## src/hw/rtl/owbm_pkg.sv

```systemverilog
// Package of the 1-Wire bus master: payload structs, command codes and
// configuration register indexes. Depends on nothing.
package owbm_pkg;

    // Slot timer width and default recovery after a standard bus reset.
    localparam int TIMER_W           = 14;
    localparam int RESET_RECOVERY_US = 1000;

    // Configuration port.
    localparam int CFG_IDX_W  = 1;
    localparam int CFG_DATA_W = 4;
    localparam logic [CFG_IDX_W-1:0] CFG_OVERDRIVE   = 1'b0;
    localparam logic [CFG_IDX_W-1:0] CFG_DELAY_SCALE = 1'b1;

    // Command codes.
    localparam logic [2:0] FN_RESET      = 3'd0;
    localparam logic [2:0] FN_WRITE_BIT  = 3'd1;
    localparam logic [2:0] FN_READ_BIT   = 3'd2;
    localparam logic [2:0] FN_TRIPLET    = 3'd3;
    localparam logic [2:0] FN_WRITE_BYTE = 3'd4;
    localparam logic [2:0] FN_READ_BYTE  = 3'd5;

    // Triplet code when both the id and the complement read back as one.
    localparam logic [2:0] TRIPLET_ABORT = 3'b011;

    // One tick request as it arrives.
    typedef struct packed {
        logic       cmd_valid;
        logic [2:0] func;
        logic [7:0] cmd_data;
        logic       line_level;
    } t_in_item;

    // One tick result.
    typedef struct packed {
        logic       drive_low;
        logic       busy_res;
        logic       done_res;
        logic [7:0] read_data;
        logic [2:0] result_code;
    } t_out_item;

    // Classified tick held in the queue between front and back.
    typedef struct packed {
        logic       start;
        logic [2:0] func;
        logic [7:0] cmd_data;
        logic       line_level;
    } t_tick;

    // Configuration as seen by the slot engine; scale is never zero.
    typedef struct packed {
        logic                  overdrive;
        logic [CFG_DATA_W-1:0] scale;
    } t_cfg;

endpackage

```

## src/hw/rtl/one_wire_bus_master.sv

```systemverilog
// 1-Wire bus master, top level: configuration registers, front queue and
// slot sequencer. Depends on owbm_pkg, owbm_front and owbm_back.
//
// Usage: every request on the input channel is one microsecond tick of the
// bus. It carries the sampled wire level and, when the master is idle, may
// start a command (bus reset, write bit, read bit, search triplet, write
// byte, read byte). Every request yields exactly one result on the output
// channel: open-drain drive, busy, a done pulse on the last tick of a
// command, and the read data or result code on that tick.
// Throughput is one request per clock cycle while results are taken; a request
// passes the two-entry request queue and then the result register of the
// sequencer on its way to a result.
// When the receiver stalls, the result register holds its value, the queue
// fills and the input ready drops once both entries are taken; no tick is
// dropped. Reset empties the queue and the result register, puts the
// sequencer in idle, and sets standard timing with a delay scale of one.
// Configuration writes take effect at once and are meant for idle periods.
module one_wire_bus_master #(
    parameter int RESET_RECOVERY_US = owbm_pkg::RESET_RECOVERY_US
) (
    input  logic                                 i_clk,
    input  logic                                 i_rst_n,
    input  logic                                 i_in_valid,
    output logic                                 o_in_ready,
    input  owbm_pkg::t_in_item                   i_in_item,
    output logic                                 o_out_valid,
    input  logic                                 i_out_ready,
    output owbm_pkg::t_out_item                  o_out_item,
    input  logic                                 i_cfg_we,
    input  logic [owbm_pkg::CFG_IDX_W-1:0]       i_cfg_index,
    input  logic [owbm_pkg::CFG_DATA_W-1:0]      i_cfg_data
);

    logic                            r_overdrive;
    logic [owbm_pkg::CFG_DATA_W-1:0] r_delay_scale;

    owbm_pkg::t_cfg  cfg;
    owbm_pkg::t_tick tick;
    logic            tick_valid;
    logic            tick_pop;

    // Configuration registers; a zero scale is stored as one.
    always_ff @(posedge i_clk) begin
        if (!i_rst_n) begin
            r_overdrive   <= 1'b0;
            r_delay_scale <= owbm_pkg::CFG_DATA_W'(1);
        end else if (i_cfg_we) begin
            if (i_cfg_index == owbm_pkg::CFG_OVERDRIVE) begin
                r_overdrive <= i_cfg_data[0];
            end else if (i_cfg_index == owbm_pkg::CFG_DELAY_SCALE) begin
                r_delay_scale <= (i_cfg_data == '0) ? owbm_pkg::CFG_DATA_W'(1) : i_cfg_data;
            end
        end
    end

    assign cfg.overdrive = r_overdrive;
    assign cfg.scale     = r_delay_scale;

    owbm_front u_front (
        .i_clk        (i_clk),
        .i_rst_n      (i_rst_n),
        .i_in_valid   (i_in_valid),
        .o_in_ready   (o_in_ready),
        .i_in_item    (i_in_item),
        .o_tick_valid (tick_valid),
        .i_tick_pop   (tick_pop),
        .o_tick       (tick)
    );

    owbm_back #(
        .RESET_RECOVERY_US (RESET_RECOVERY_US)
    ) u_back (
        .i_clk        (i_clk),
        .i_rst_n      (i_rst_n),
        .i_cfg        (cfg),
        .i_tick_valid (tick_valid),
        .o_tick_pop   (tick_pop),
        .i_tick       (tick),
        .o_out_valid  (o_out_valid),
        .i_out_ready  (i_out_ready),
        .o_out_item   (o_out_item)
    );

endmodule

```

## src/hw/rtl/owbm_front.sv

```systemverilog
// Front of the 1-Wire bus master: classifies each tick request and queues it.
// Depends on owbm_pkg.
module owbm_front (
    input  logic              i_clk,
    input  logic              i_rst_n,
    input  logic              i_in_valid,
    output logic              o_in_ready,
    input  owbm_pkg::t_in_item i_in_item,
    output logic              o_tick_valid,
    input  logic              i_tick_pop,
    output owbm_pkg::t_tick   o_tick
);

    localparam int DEPTH = 2;
    localparam int PTR_W = $clog2(DEPTH);

    owbm_pkg::t_tick r_queue [DEPTH];
    logic [PTR_W-1:0] r_wr_ptr;
    logic [PTR_W-1:0] r_rd_ptr;
    logic [PTR_W:0]   r_count;

    owbm_pkg::t_tick entry;
    logic            push;
    logic            pop;

    // A command starts only when flagged and its code is a known one.
    always_comb begin
        entry.start      = i_in_item.cmd_valid && (i_in_item.func <= owbm_pkg::FN_READ_BYTE);
        entry.func       = i_in_item.func;
        entry.cmd_data   = i_in_item.cmd_data;
        entry.line_level = i_in_item.line_level;
    end

    assign o_in_ready   = (r_count < (PTR_W + 1)'(DEPTH));
    assign push         = i_in_valid && o_in_ready;
    assign pop          = i_tick_pop && (r_count != '0);
    assign o_tick_valid = (r_count != '0);
    assign o_tick       = r_queue[r_rd_ptr];

    // Queue pointers and fill level.
    always_ff @(posedge i_clk) begin
        if (!i_rst_n) begin
            r_wr_ptr <= '0;
            r_rd_ptr <= '0;
            r_count  <= '0;
        end else begin
            if (push) begin
                r_wr_ptr <= r_wr_ptr + 1'b1;
            end
            if (pop) begin
                r_rd_ptr <= r_rd_ptr + 1'b1;
            end
            if (push && !pop) begin
                r_count <= r_count + 1'b1;
            end else if (pop && !push) begin
                r_count <= r_count - 1'b1;
            end
        end
    end

    // Queue storage.
    always_ff @(posedge i_clk) begin
        if (push) begin
            r_queue[r_wr_ptr] <= entry;
        end
    end

endmodule

```

## src/hw/rtl/owbm_back.sv

```systemverilog
// Back of the 1-Wire bus master: slot sequencer that runs one tick per
// request and registers the result. Depends on owbm_pkg.
module owbm_back #(
    parameter int RESET_RECOVERY_US = owbm_pkg::RESET_RECOVERY_US
) (
    input  logic                i_clk,
    input  logic                i_rst_n,
    input  owbm_pkg::t_cfg      i_cfg,
    input  logic                i_tick_valid,
    output logic                o_tick_pop,
    input  owbm_pkg::t_tick     i_tick,
    output logic                o_out_valid,
    input  logic                i_out_ready,
    output owbm_pkg::t_out_item o_out_item
);

    localparam int TW = owbm_pkg::TIMER_W;
    localparam int SW = owbm_pkg::CFG_DATA_W;

    typedef enum logic [2:0] {
        PH_IDLE,
        PH_LOW,
        PH_WAIT,
        PH_SAMP,
        PH_REC
    } t_phase;

    typedef enum logic [1:0] {
        K_RESET,
        K_W0,
        K_W1,
        K_READ
    } t_kind;

    // Slot type of the next slot for the current command and bit.
    function automatic t_kind slot_kind(input logic [2:0] fn, input logic [7:0] sh,
                                        input logic [2:0] bc, input logic [2:0] tr);
        t_kind k;
        case (fn)
            owbm_pkg::FN_RESET: begin
                k = K_RESET;
            end
            owbm_pkg::FN_WRITE_BIT: begin
                k = sh[0] ? K_W1 : K_W0;
            end
            owbm_pkg::FN_TRIPLET: begin
                if (bc < 3'd2) begin
                    k = K_READ;
                end else begin
                    k = tr[2] ? K_READ : K_W0;
                end
            end
            owbm_pkg::FN_WRITE_BYTE: begin
                k = sh[0] ? K_READ : K_W0;
            end
            default: begin
                k = K_READ;
            end
        endcase
        return k;
    endfunction

    // Length of the low phase; the overdrive short low is a single tick.
    function automatic logic [TW-1:0] low_len(input t_kind k, input logic od,
                                              input logic [SW-1:0] s);
        logic [TW-1:0] base;
        logic [TW-1:0] len;
        case (k)
            K_RESET: begin
                base = od ? TW'(48) : TW'(480);
            end
            K_W0: begin
                base = od ? TW'(8) : TW'(60);
            end
            default: begin
                base = TW'(6);
            end
        endcase
        if (od && (k == K_W1 || k == K_READ)) begin
            len = TW'(1);
        end else begin
            len = base * TW'(s);
        end
        return len;
    endfunction

    // Length of the presence wait phase; only a bus reset has one.
    function automatic logic [TW-1:0] wait_len(input t_kind k, input logic od,
                                               input logic [SW-1:0] s);
        logic [TW-1:0] len;
        if (k == K_RESET) begin
            len = (od ? TW'(7) : TW'(70)) * TW'(s);
        end else begin
            len = '0;
        end
        return len;
    endfunction

    // Length of the release phase, sample tick included.
    function automatic logic [TW-1:0] rel_len(input t_kind k, input logic od,
                                              input logic [SW-1:0] s);
        logic [TW-1:0] base;
        logic [TW-1:0] len;
        case (k)
            K_RESET: begin
                base = TW'(40);
            end
            K_W0: begin
                base = od ? TW'(5) : TW'(10);
            end
            K_W1: begin
                base = od ? TW'(10) : TW'(64);
            end
            default: begin
                base = od ? TW'(8) : TW'(55);
            end
        endcase
        if (k == K_RESET && !od) begin
            len = TW'(RESET_RECOVERY_US);
        end else begin
            len = base * TW'(s);
        end
        return len;
    endfunction

    t_phase              r_phase;
    logic [TW-1:0]       r_timer;
    logic [2:0]          r_bit_count;
    logic [7:0]          r_shift;
    logic [2:0]          r_func;
    logic [2:0]          r_triplet;
    logic                r_out_valid;
    owbm_pkg::t_out_item r_out_item;

    t_phase              n_phase;
    logic [TW-1:0]       n_timer;
    logic [2:0]          n_bit_count;
    logic [7:0]          n_shift;
    logic [2:0]          n_func;
    logic [2:0]          n_triplet;
    owbm_pkg::t_out_item n_out_item;

    logic          pop;
    logic          active;
    logic          slot_end;
    logic          fin;
    logic [TW-1:0] span;
    t_kind         kind;

    assign pop         = i_tick_valid && (!r_out_valid || i_out_ready);
    assign o_tick_pop  = pop;
    assign o_out_valid = r_out_valid;
    assign o_out_item  = r_out_item;

    // One tick of the slot sequencer.
    always_comb begin
        n_phase     = r_phase;
        n_timer     = r_timer;
        n_bit_count = r_bit_count;
        n_shift     = r_shift;
        n_func      = r_func;
        n_triplet   = r_triplet;
        n_out_item  = '0;
        active      = 1'b1;
        slot_end    = 1'b0;
        fin         = 1'b0;
        span        = '0;
        kind        = K_READ;

        // Idle: a valid command starts its first slot on this very tick.
        if (r_phase == PH_IDLE) begin
            if (i_tick.start) begin
                n_func      = i_tick.func;
                n_shift     = i_tick.cmd_data;
                n_bit_count = '0;
                n_triplet   = '0;
                n_phase     = PH_LOW;
                n_timer     = low_len(slot_kind(n_func, n_shift, n_bit_count, n_triplet),
                                      i_cfg.overdrive, i_cfg.scale);
            end else begin
                active = 1'b0;
            end
        end

        if (active) begin
            n_out_item.busy_res = 1'b1;
            kind = slot_kind(n_func, n_shift, n_bit_count, n_triplet);

            // Phase timing.
            case (n_phase)
                PH_LOW: begin
                    n_out_item.drive_low = 1'b1;
                    if (n_timer <= TW'(1)) begin
                        span = wait_len(kind, i_cfg.overdrive, i_cfg.scale);
                        if (span != '0) begin
                            n_phase = PH_WAIT;
                            n_timer = span;
                        end else begin
                            n_phase = PH_SAMP;
                            n_timer = '0;
                        end
                    end else begin
                        n_timer = n_timer - 1'b1;
                    end
                end
                PH_WAIT: begin
                    if (n_timer <= TW'(1)) begin
                        n_phase = PH_SAMP;
                        n_timer = '0;
                    end else begin
                        n_timer = n_timer - 1'b1;
                    end
                end
                PH_SAMP: begin
                    span = rel_len(kind, i_cfg.overdrive, i_cfg.scale);
                    // Sample the bus on the first release tick.
                    case (n_func)
                        owbm_pkg::FN_RESET, owbm_pkg::FN_READ_BIT: begin
                            n_shift = {7'd0, i_tick.line_level};
                        end
                        owbm_pkg::FN_TRIPLET: begin
                            if (n_bit_count == 3'd0) begin
                                n_triplet = {2'd0, i_tick.line_level};
                            end else if (n_bit_count == 3'd1) begin
                                n_triplet = n_triplet | {1'b0, i_tick.line_level, 1'b0};
                            end
                        end
                        owbm_pkg::FN_READ_BYTE: begin
                            n_shift = {i_tick.line_level, n_shift[7:1]};
                        end
                        default: begin
                        end
                    endcase
                    if (span <= TW'(1)) begin
                        slot_end = 1'b1;
                    end else begin
                        n_phase = PH_REC;
                        n_timer = span - 1'b1;
                    end
                end
                PH_REC: begin
                    if (n_timer <= TW'(1)) begin
                        slot_end = 1'b1;
                    end else begin
                        n_timer = n_timer - 1'b1;
                    end
                end
                default: begin
                    n_phase = PH_IDLE;
                end
            endcase

            // End of a slot: finish the command or start its next slot.
            if (slot_end) begin
                case (n_func)
                    owbm_pkg::FN_RESET: begin
                        n_out_item.result_code = {2'd0, n_shift[0]};
                        fin = 1'b1;
                    end
                    owbm_pkg::FN_WRITE_BIT: begin
                        fin = 1'b1;
                    end
                    owbm_pkg::FN_READ_BIT: begin
                        n_out_item.read_data = {7'd0, n_shift[0]};
                        fin = 1'b1;
                    end
                    owbm_pkg::FN_TRIPLET: begin
                        if (n_bit_count == 3'd0) begin
                            n_bit_count = 3'd1;
                            n_phase     = PH_LOW;
                            n_timer     = low_len(slot_kind(n_func, n_shift, n_bit_count,
                                                            n_triplet),
                                                  i_cfg.overdrive, i_cfg.scale);
                        end else if (n_bit_count == 3'd1) begin
                            if (n_triplet[0] && n_triplet[1]) begin
                                // No device answered either way: abort.
                                n_out_item.result_code = owbm_pkg::TRIPLET_ABORT;
                                fin = 1'b1;
                            end else begin
                                if (!n_triplet[0] && !n_triplet[1]) begin
                                    n_triplet = n_shift[0] ? 3'b100 : 3'b000;
                                end else begin
                                    n_triplet = n_triplet[0] ? 3'b101 : 3'b010;
                                end
                                n_bit_count = 3'd2;
                                n_phase     = PH_LOW;
                                n_timer     = low_len(slot_kind(n_func, n_shift, n_bit_count,
                                                                n_triplet),
                                                      i_cfg.overdrive, i_cfg.scale);
                            end
                        end else begin
                            n_out_item.result_code = n_triplet;
                            fin = 1'b1;
                        end
                    end
                    owbm_pkg::FN_WRITE_BYTE: begin
                        n_shift = {1'b0, n_shift[7:1]};
                        if (n_bit_count == 3'd7) begin
                            fin = 1'b1;
                        end else begin
                            n_bit_count = n_bit_count + 1'b1;
                            n_phase     = PH_LOW;
                            n_timer     = low_len(slot_kind(n_func, n_shift, n_bit_count,
                                                            n_triplet),
                                                  i_cfg.overdrive, i_cfg.scale);
                        end
                    end
                    default: begin
                        if (n_bit_count == 3'd7) begin
                            n_out_item.read_data = n_shift;
                            fin = 1'b1;
                        end else begin
                            n_bit_count = n_bit_count + 1'b1;
                            n_phase     = PH_LOW;
                            n_timer     = low_len(slot_kind(n_func, n_shift, n_bit_count,
                                                            n_triplet),
                                                  i_cfg.overdrive, i_cfg.scale);
                        end
                    end
                endcase
            end

            if (fin) begin
                n_out_item.done_res = 1'b1;
                n_phase = PH_IDLE;
                n_timer = '0;
            end
        end
    end

    // Sequencer state and output register; both advance on each taken tick.
    always_ff @(posedge i_clk) begin
        if (!i_rst_n) begin
            r_phase     <= PH_IDLE;
            r_timer     <= '0;
            r_bit_count <= '0;
            r_shift     <= '0;
            r_func      <= '0;
            r_triplet   <= '0;
            r_out_valid <= 1'b0;
        end else begin
            if (pop) begin
                r_phase     <= n_phase;
                r_timer     <= n_timer;
                r_bit_count <= n_bit_count;
                r_shift     <= n_shift;
                r_func      <= n_func;
                r_triplet   <= n_triplet;
                r_out_valid <= 1'b1;
            end else if (i_out_ready) begin
                r_out_valid <= 1'b0;
            end
        end
        if (pop) begin
            r_out_item <= n_out_item;
        end
    end

endmodule

```

## config.mk

```make
export PLATFORM = sky130hd
export DESIGN_NAME = one_wire_bus_master
export DESIGN_NICKNAME = d
export VERILOG_FILES = /design/src/hw/rtl/owbm_pkg.sv /design/src/hw/rtl/one_wire_bus_master.sv /design/src/hw/rtl/owbm_front.sv /design/src/hw/rtl/owbm_back.sv
export SDC_FILE = /design/constraint.sdc
export NUM_CORES = 1
export LEC_CHECK = 0
export BUFFER_PORTS_ARGS = -buffer_cell sky130_fd_sc_hd__buf_4
export CORE_MARGIN = 3
export CORE_UTILIZATION = 46
export DETAILED_ROUTE_END_ITERATION = 8
export GPL_TIMING_DRIVEN = 0
export HOLD_SLACK_MARGIN = 0.05
export PLACE_DENSITY = 0.69
export SYNTH_ARGS = -nofsm -noshare
export SYNTH_HDL_FRONTEND = slang
export SYNTH_SLANG_ARGS = --single-unit
```

## constraint.sdc

```tcl
create_clock -name i_clk -period 9.6 [get_ports i_clk]
set_input_delay 1.44 -clock i_clk [delete_from_list [all_inputs] [get_ports i_clk]]
set_output_delay 1.44 -clock i_clk [all_outputs]
set_load 0.02 [all_outputs]
```

[Word level (Yosys, flattened, before mapping)]
Memories as Yosys holds them, arrays and structs flattened. A register that Yosys moved wholly into a read port is not among the register bits.
Index checks and enable logic that the tools add are counted.
Operators by class
  eq/ne operators: 30
  bitwise gates (word level): 2
  mux-type cells: 182
  reduce and logical (&&, ||, !) cells: 48
  multiply operators: 7
  order comparisons: 5
  add/subtract/negate cells: 7
Operators with widths (number)
  $mux W14: 49
  $pmux W14 S2: 5
  $mux W3: 46
  $mul A14 B4 Y14: 7
  $pmux W14 S3: 2
  $mux W2: 32
  $mux W8: 8
  $pmux W14 S4: 1
  $pmux W8 S2: 2
  $le A14 B1 Y1 const B: 2
  $sub A14 B1 Y14 const B: 2
  $eq A2 B2 Y1 const B: 11
  $mux W1: 20
  $pmux W3 S2: 3
  $eq A3 B3 Y1 const B: 5
  $logic_and A1 B1 Y1: 14
  $mux W7: 2
  $reduce_bool A14 Y1: 1
  $mux W13: 1
  $eq A2 B1 Y1 const B: 6
  $eq A3 B1 Y1 const B: 4
  $eq A3 B2 Y1 const B: 4
  $logic_not A2 Y1: 6
  $logic_not A3 Y1: 4
  26 further kinds: 44
Storage, ports and cells
  register bits after elaboration: 58
  memories: 1
  output and inout bits: 16
  word-level logic and storage cells: 299
  RAM bits: 26
  input bits: 23
Memory list
  u_front.r_queue: depth 2, bits a word 13, read ports 1, clocked after memory_dff 1, write ports 1, line owbm_front.sv:17  | owbm_pkg::t_tick r_queue [DEPTH];

[Longest topological paths before layout]
  depth after elaboration: 44
  depth in mapped cells: 30
  gate-level depth less buffers: 25

[Hierarchy]
From an unflattened synthesis, not the netlist that was laid out.
Second synthesis, totals
  cells, all modules: 1241
  area, all modules: 10024.6 µm²
Modules (own cells, without submodules)
  owbm_back: cells each 1155, times used 1, area an instance 8662.1 µm², sequential area each 1121.1 µm²
  owbm_front: cells each 64, times used 1, area an instance 1164.9 µm², sequential area each 880.8 µm²
  one_wire_bus_master: cells each 22, times used 1, area an instance 197.7 µm², sequential area each 100.1 µm²

[Worst setup path before layout]
No wires, ideal clock.
  path kind: register -> register
  start point: reg (tool-made name)
  end point: reg u_back.r_triplet[2]
  library setup time: 0.132 ns
  arrival: 6.184 ns
  stages on the path, launching flop included: 27
  path buffers: 7
  period minus slack after synthesis: 6.317 ns
  slack: 3.283 ns
  required time: 9.468 ns
  cell sequence: dfxtp_1 buf_6 mux2_4 nand2_1 buf_2 buf_2 buf_1 clkbuf_1 nand3_1 o21ai_0 nand2_1 mux2i_1 and2_1 fa_1 fa_1 ha_1 a211oi_1 o21ai_0 and3_1 o21ai_0 nand3_1 nor3_2 a21oi_1 buf_2 buf_6 o311ai_0 a21oi_1
RTL lines
  end signal, assigned: line owbm_back.sv:348  | r_triplet <= n_triplet;
  end, declared: line owbm_back.sv:131  | logic [2:0] r_triplet;

==> metrics.txt <==
outcome=finished clean; Tcrit/Tclk final=93.2%; DIE WIDTH=152 microns; fillers=2,063; register area=2100 sq um; Worst Tran Pin Value=1.40 ns; PortBufs=37; Yosys cell types=97; first-pass GRT wire length=50,700 microns; share of cells above drive strength 1=8.93%; vias in the first global route=9,136; placed instance area=10,400 sq um; Yosys warning total=0; number of flops mapped to enable cells by yosys=40; Final Routed Wirelength=32,800 microns; clock slew at reported path FFs=0.07 ns; core area=20,600 sq um; Layout Nets=1,428; clk_skew=0.0185 ns; CTS root buffer=clkbuf_16; Syn Std Cell Area=9760 sq um; ANT nets after route=0; H-Tree Depth=3; final hold vios=0; RSZ-0062 raised after global routing=no; total of max-cap violations=0; Setup Fix Bufs, Post-CTS=0; Critical Path End Type=register; Area Overhead vs Synth=9.42%; Die H=152 microns; Final setup viols=0; Via density=6.34; vias=9,891; Async SR Flop Fraction=0%; Multi-input gate area=6990 sq um; cell count after synthesis=1,235; Hold Crit Class=reg -> reg; CP max FO=10; hold_buf cts=0; Critical Path RT=9.85 ns; GRT Total Usage=28.3%; Gates resized, CTS repair=0; grt ovf=0; CTS buffer count=9; worst setup margin=0.649 ns; reg2reg end=u_back.r_timer[5]$_SDFFE_PN0P_; initial antenna violation count=1; Worst R2R Path Depth=25; pin count of the biggest net entering global routing=24; I/O pins=39; WL per Instance=21.0 microns; flops & latches, synth=85; DRC Markers=0; worst-case clock buffer depth=2; Layout Cell Area excl Fill=10,700 sq um; dpl ws=1.08 ns; Avg Cell Area, Syn=7.91 sq um; R2R Setup Slk=0.65 ns; static leakage=4.45 nW; Worst-Skew Late Latency=0.36 ns; Non-Filler Instances=1,559; Pwr Density=272 nW/um^2; detailed placement HPWL=26,000 microns; TritonCTS clock tree=yes; Setup TNS Final=0 ns; Syn Nets=1,380; die area=23,000 sq um; Final Slew Violations=0; Row Count=52; register area share after synthesis=21.5%; # clock sinks=85; Core Util, Final=52.0%; critical path arrival=9.20 ns; CP startpoint kind=register; effective utilization at floorplan=47.5%; VDD IR max=190 uV; placed cell count=1,542; Slew Limit Headroom=6.40%; min Tclk post-route=8.95 ns; ys flop type=dfxtp_1; end of the critical path=u_back.r_timer[5]$_SDFFE_PN0P_; WS Path Type=reg -> reg; GP Congestion=1.05; TritonRoute pass-1 iters=8; fmax=112 MHz; 1st-iter DRT viols=1,266
placed cells by master (no fill, tap or decap), types with 19 or more instances in the layout:
| cell type | netlist | layout |
|---|---|---|
| o21ai_0 | 85 | 85 |
| xor2_1 | 19 | 19 |
| xnor2_1 | 22 | 22 |
| inv_1 | 96 | 96 |
| and2_1 | 19 | 19 |
| clkbuf_1 | 44 | 44 |
| ha_1 | 85 | 85 |
| nor3_1 | 33 | 33 |
| fa_1 | 37 | 37 |
| nor2_1 | 100 | 100 |
| buf_4 | 1 | 38 |
| nand3_1 | 29 | 29 |
| dfxtp_1 | 45 | 45 |
| edfxtp_1 | 40 | 40 |
| a21oi_1 | 110 | 110 |
| nor2b_1 | 19 | 19 |
| nand2_1 | 129 | 129 |
routing by layer:
| layer | track usage [%] | routed length [microns] | share of wire (%) |
|---|---|---|---|
| met1 | 38.4 | 13800 | 42 |
| met2 | 45.3 | 14600 | 45 |
| met5 | 0 | 11 | 0.034 |
| met4 | 10.2 | 1310 | 4.0 |
| met3 | 5.06 | 3020 | 9.2 |
per-stage QoR:
| stage | hold slack [ns] | power (W) |
|---|---|---|
| 5_1_grt | 0.489 | 0.00309 |
| 2_1_floorplan | 0.428 | 0.00190 |
| 3_3_place_gp | 0.438 | 0.00247 |
| 4_1_cts | 0.457 | 0.00285 |
| 6_report | 0.452 | 0.00291 |
| 3_5_place_dp | 0.447 | 0.00248 |
cells in the mapped netlist (5+ instances only):
cell type,instances,area [sq um]
ha_1,85,1060
a211oi_1,11,82.6
nor2_1,100,375
o22ai_1,11,68.8
edfxtp_1,40,1200
dfxtp_1,45,901
a21o_1,14,105
o21ai_1,6,30.0
a31oi_1,17,106
nor4_1,8,50.1
nor3_1,33,165
nand3_1,29,145
or2_2,9,56.3
or3_1,12,75.1
mux2_2,6,67.6
o21a_1,6,45.0
a221oi_1,7,61.3
nand3b_1,6,45.0
o2111ai_1,5,43.8
nand2b_1,10,62.6
buf_2,11,55.1
and3_1,12,75.1
o21ai_0,85,425
nand2_1,129,484
xor2_1,19,166
a22oi_1,12,90.1
buf_6,5,56.3
a32oi_1,5,43.8
nor2b_1,19,119
o211ai_1,15,113
inv_1,96,360
o21bai_1,8,60.1
a21oi_1,110,551
mux2i_1,16,160
clkbuf_1,44,165
a211o_1,5,43.8
and2_1,19,119
xnor2_1,22,193
fa_1,37,741
o311ai_0,6,52.6
sequential cells by signal, summed over array words and instances (netlist names), 3 cells and up, named ones only:
name,cells
u_front.r_queue,26
u_back.o_out_item,14
u_back.r_timer,14
u_back.r_shift,8
r_delay_scale,4
u_back.r_bit_count,3
u_back.r_func,3
u_back.r_phase,3
u_back.r_triplet,3
layout make-up:
class	instances	area share [%]
clock inverters	7	0.714
clock buffers	9	2.11
plain buffers	65	2.80
diodes	1	0.0234
inverters	99	3.48
multi-input cells	986	65.4
well taps	270	3.16
repair buffers	37	2.60
flip-flops and latches	85	19.7
critical path, stage by stage, from the launching register on:
cell and delay [ns]:
dfxtp_1 0.34, buf_6 0.16, mux2_4 0.38, nand2_1 0.13
buf_2 0.33, buf_2 0.34, buf_1 0.54, clkbuf_1 0.47
nand3_1 0.18, o21ai_0 0.45, nand2_1 0.26, mux2i_1 0.32
and2_1 0.19, fa_1 0.44, fa_1 0.52, ha_1 0.33
a211oi_1 0.49, o21ai_0 0.22, and3_1 0.22, o21ai_0 0.43
nand3_1 0.32, nor3_2 0.58, a21oi_1 0.20, o21ai_1 0.54
a21oi_1 0.18, o221a_1 0.27
worst min path at each step:
| stage | from | to | slack, ns | cells after the start |
|---|---|---|---|---|
| 6_report | u_back.r_shift[2]$_SDFFE_PN0P_ | u_back.r_shift[2]$_SDFFE_PN0P_ | 0.45 | 2 |
| 3_5_place_dp | u_back.r_shift[2]$_SDFFE_PN0P_ | u_back.r_shift[2]$_SDFFE_PN0P_ | 0.45 | 2 |
| 3_3_place_gp | u_back.r_shift[6]$_SDFFE_PN0P_ | u_back.r_shift[6]$_SDFFE_PN0P_ | 0.44 | 2 |
| 5_1_grt | u_back.r_shift[5]$_SDFFE_PN0P_ | u_back.r_shift[5]$_SDFFE_PN0P_ | 0.49 | 2 |
| 2_1_floorplan | u_back.r_shift[2]$_SDFFE_PN0P_ | u_back.r_shift[2]$_SDFFE_PN0P_ | 0.43 | 2 |
| 4_1_cts | u_back.r_shift[2]$_SDFFE_PN0P_ | u_back.r_shift[2]$_SDFFE_PN0P_ | 0.46 | 2 |
kinds of logic (layout without fill, tap and decap cells):
group,count (synthesis),in the layout,synth area share (%)
AND/OR/NAND/NOR,409,409,20.1
AO/OA/AOI/OAI,385,385,26.0
buffers and inverters,164,217,6.87
adder cells (fa/ha/maj),125,125,18.8
flip-flops,85,85,21.5
XOR/XNOR,41,41,3.68
multiplexers,26,26,3.01
other,0,1,0
power by group:
| part | leakage, nW | internal (W) | switching, W |
|---|---|---|---|
| Clock | 0.148 | 0.000185 | 0.000177 |
| Combinational | 3.56 | 0.000678 | 0.00133 |
| Sequential | 0.748 | 0.000482 | 0.0000510 |
Note: power is estimated with default switching activity, not from simulation.
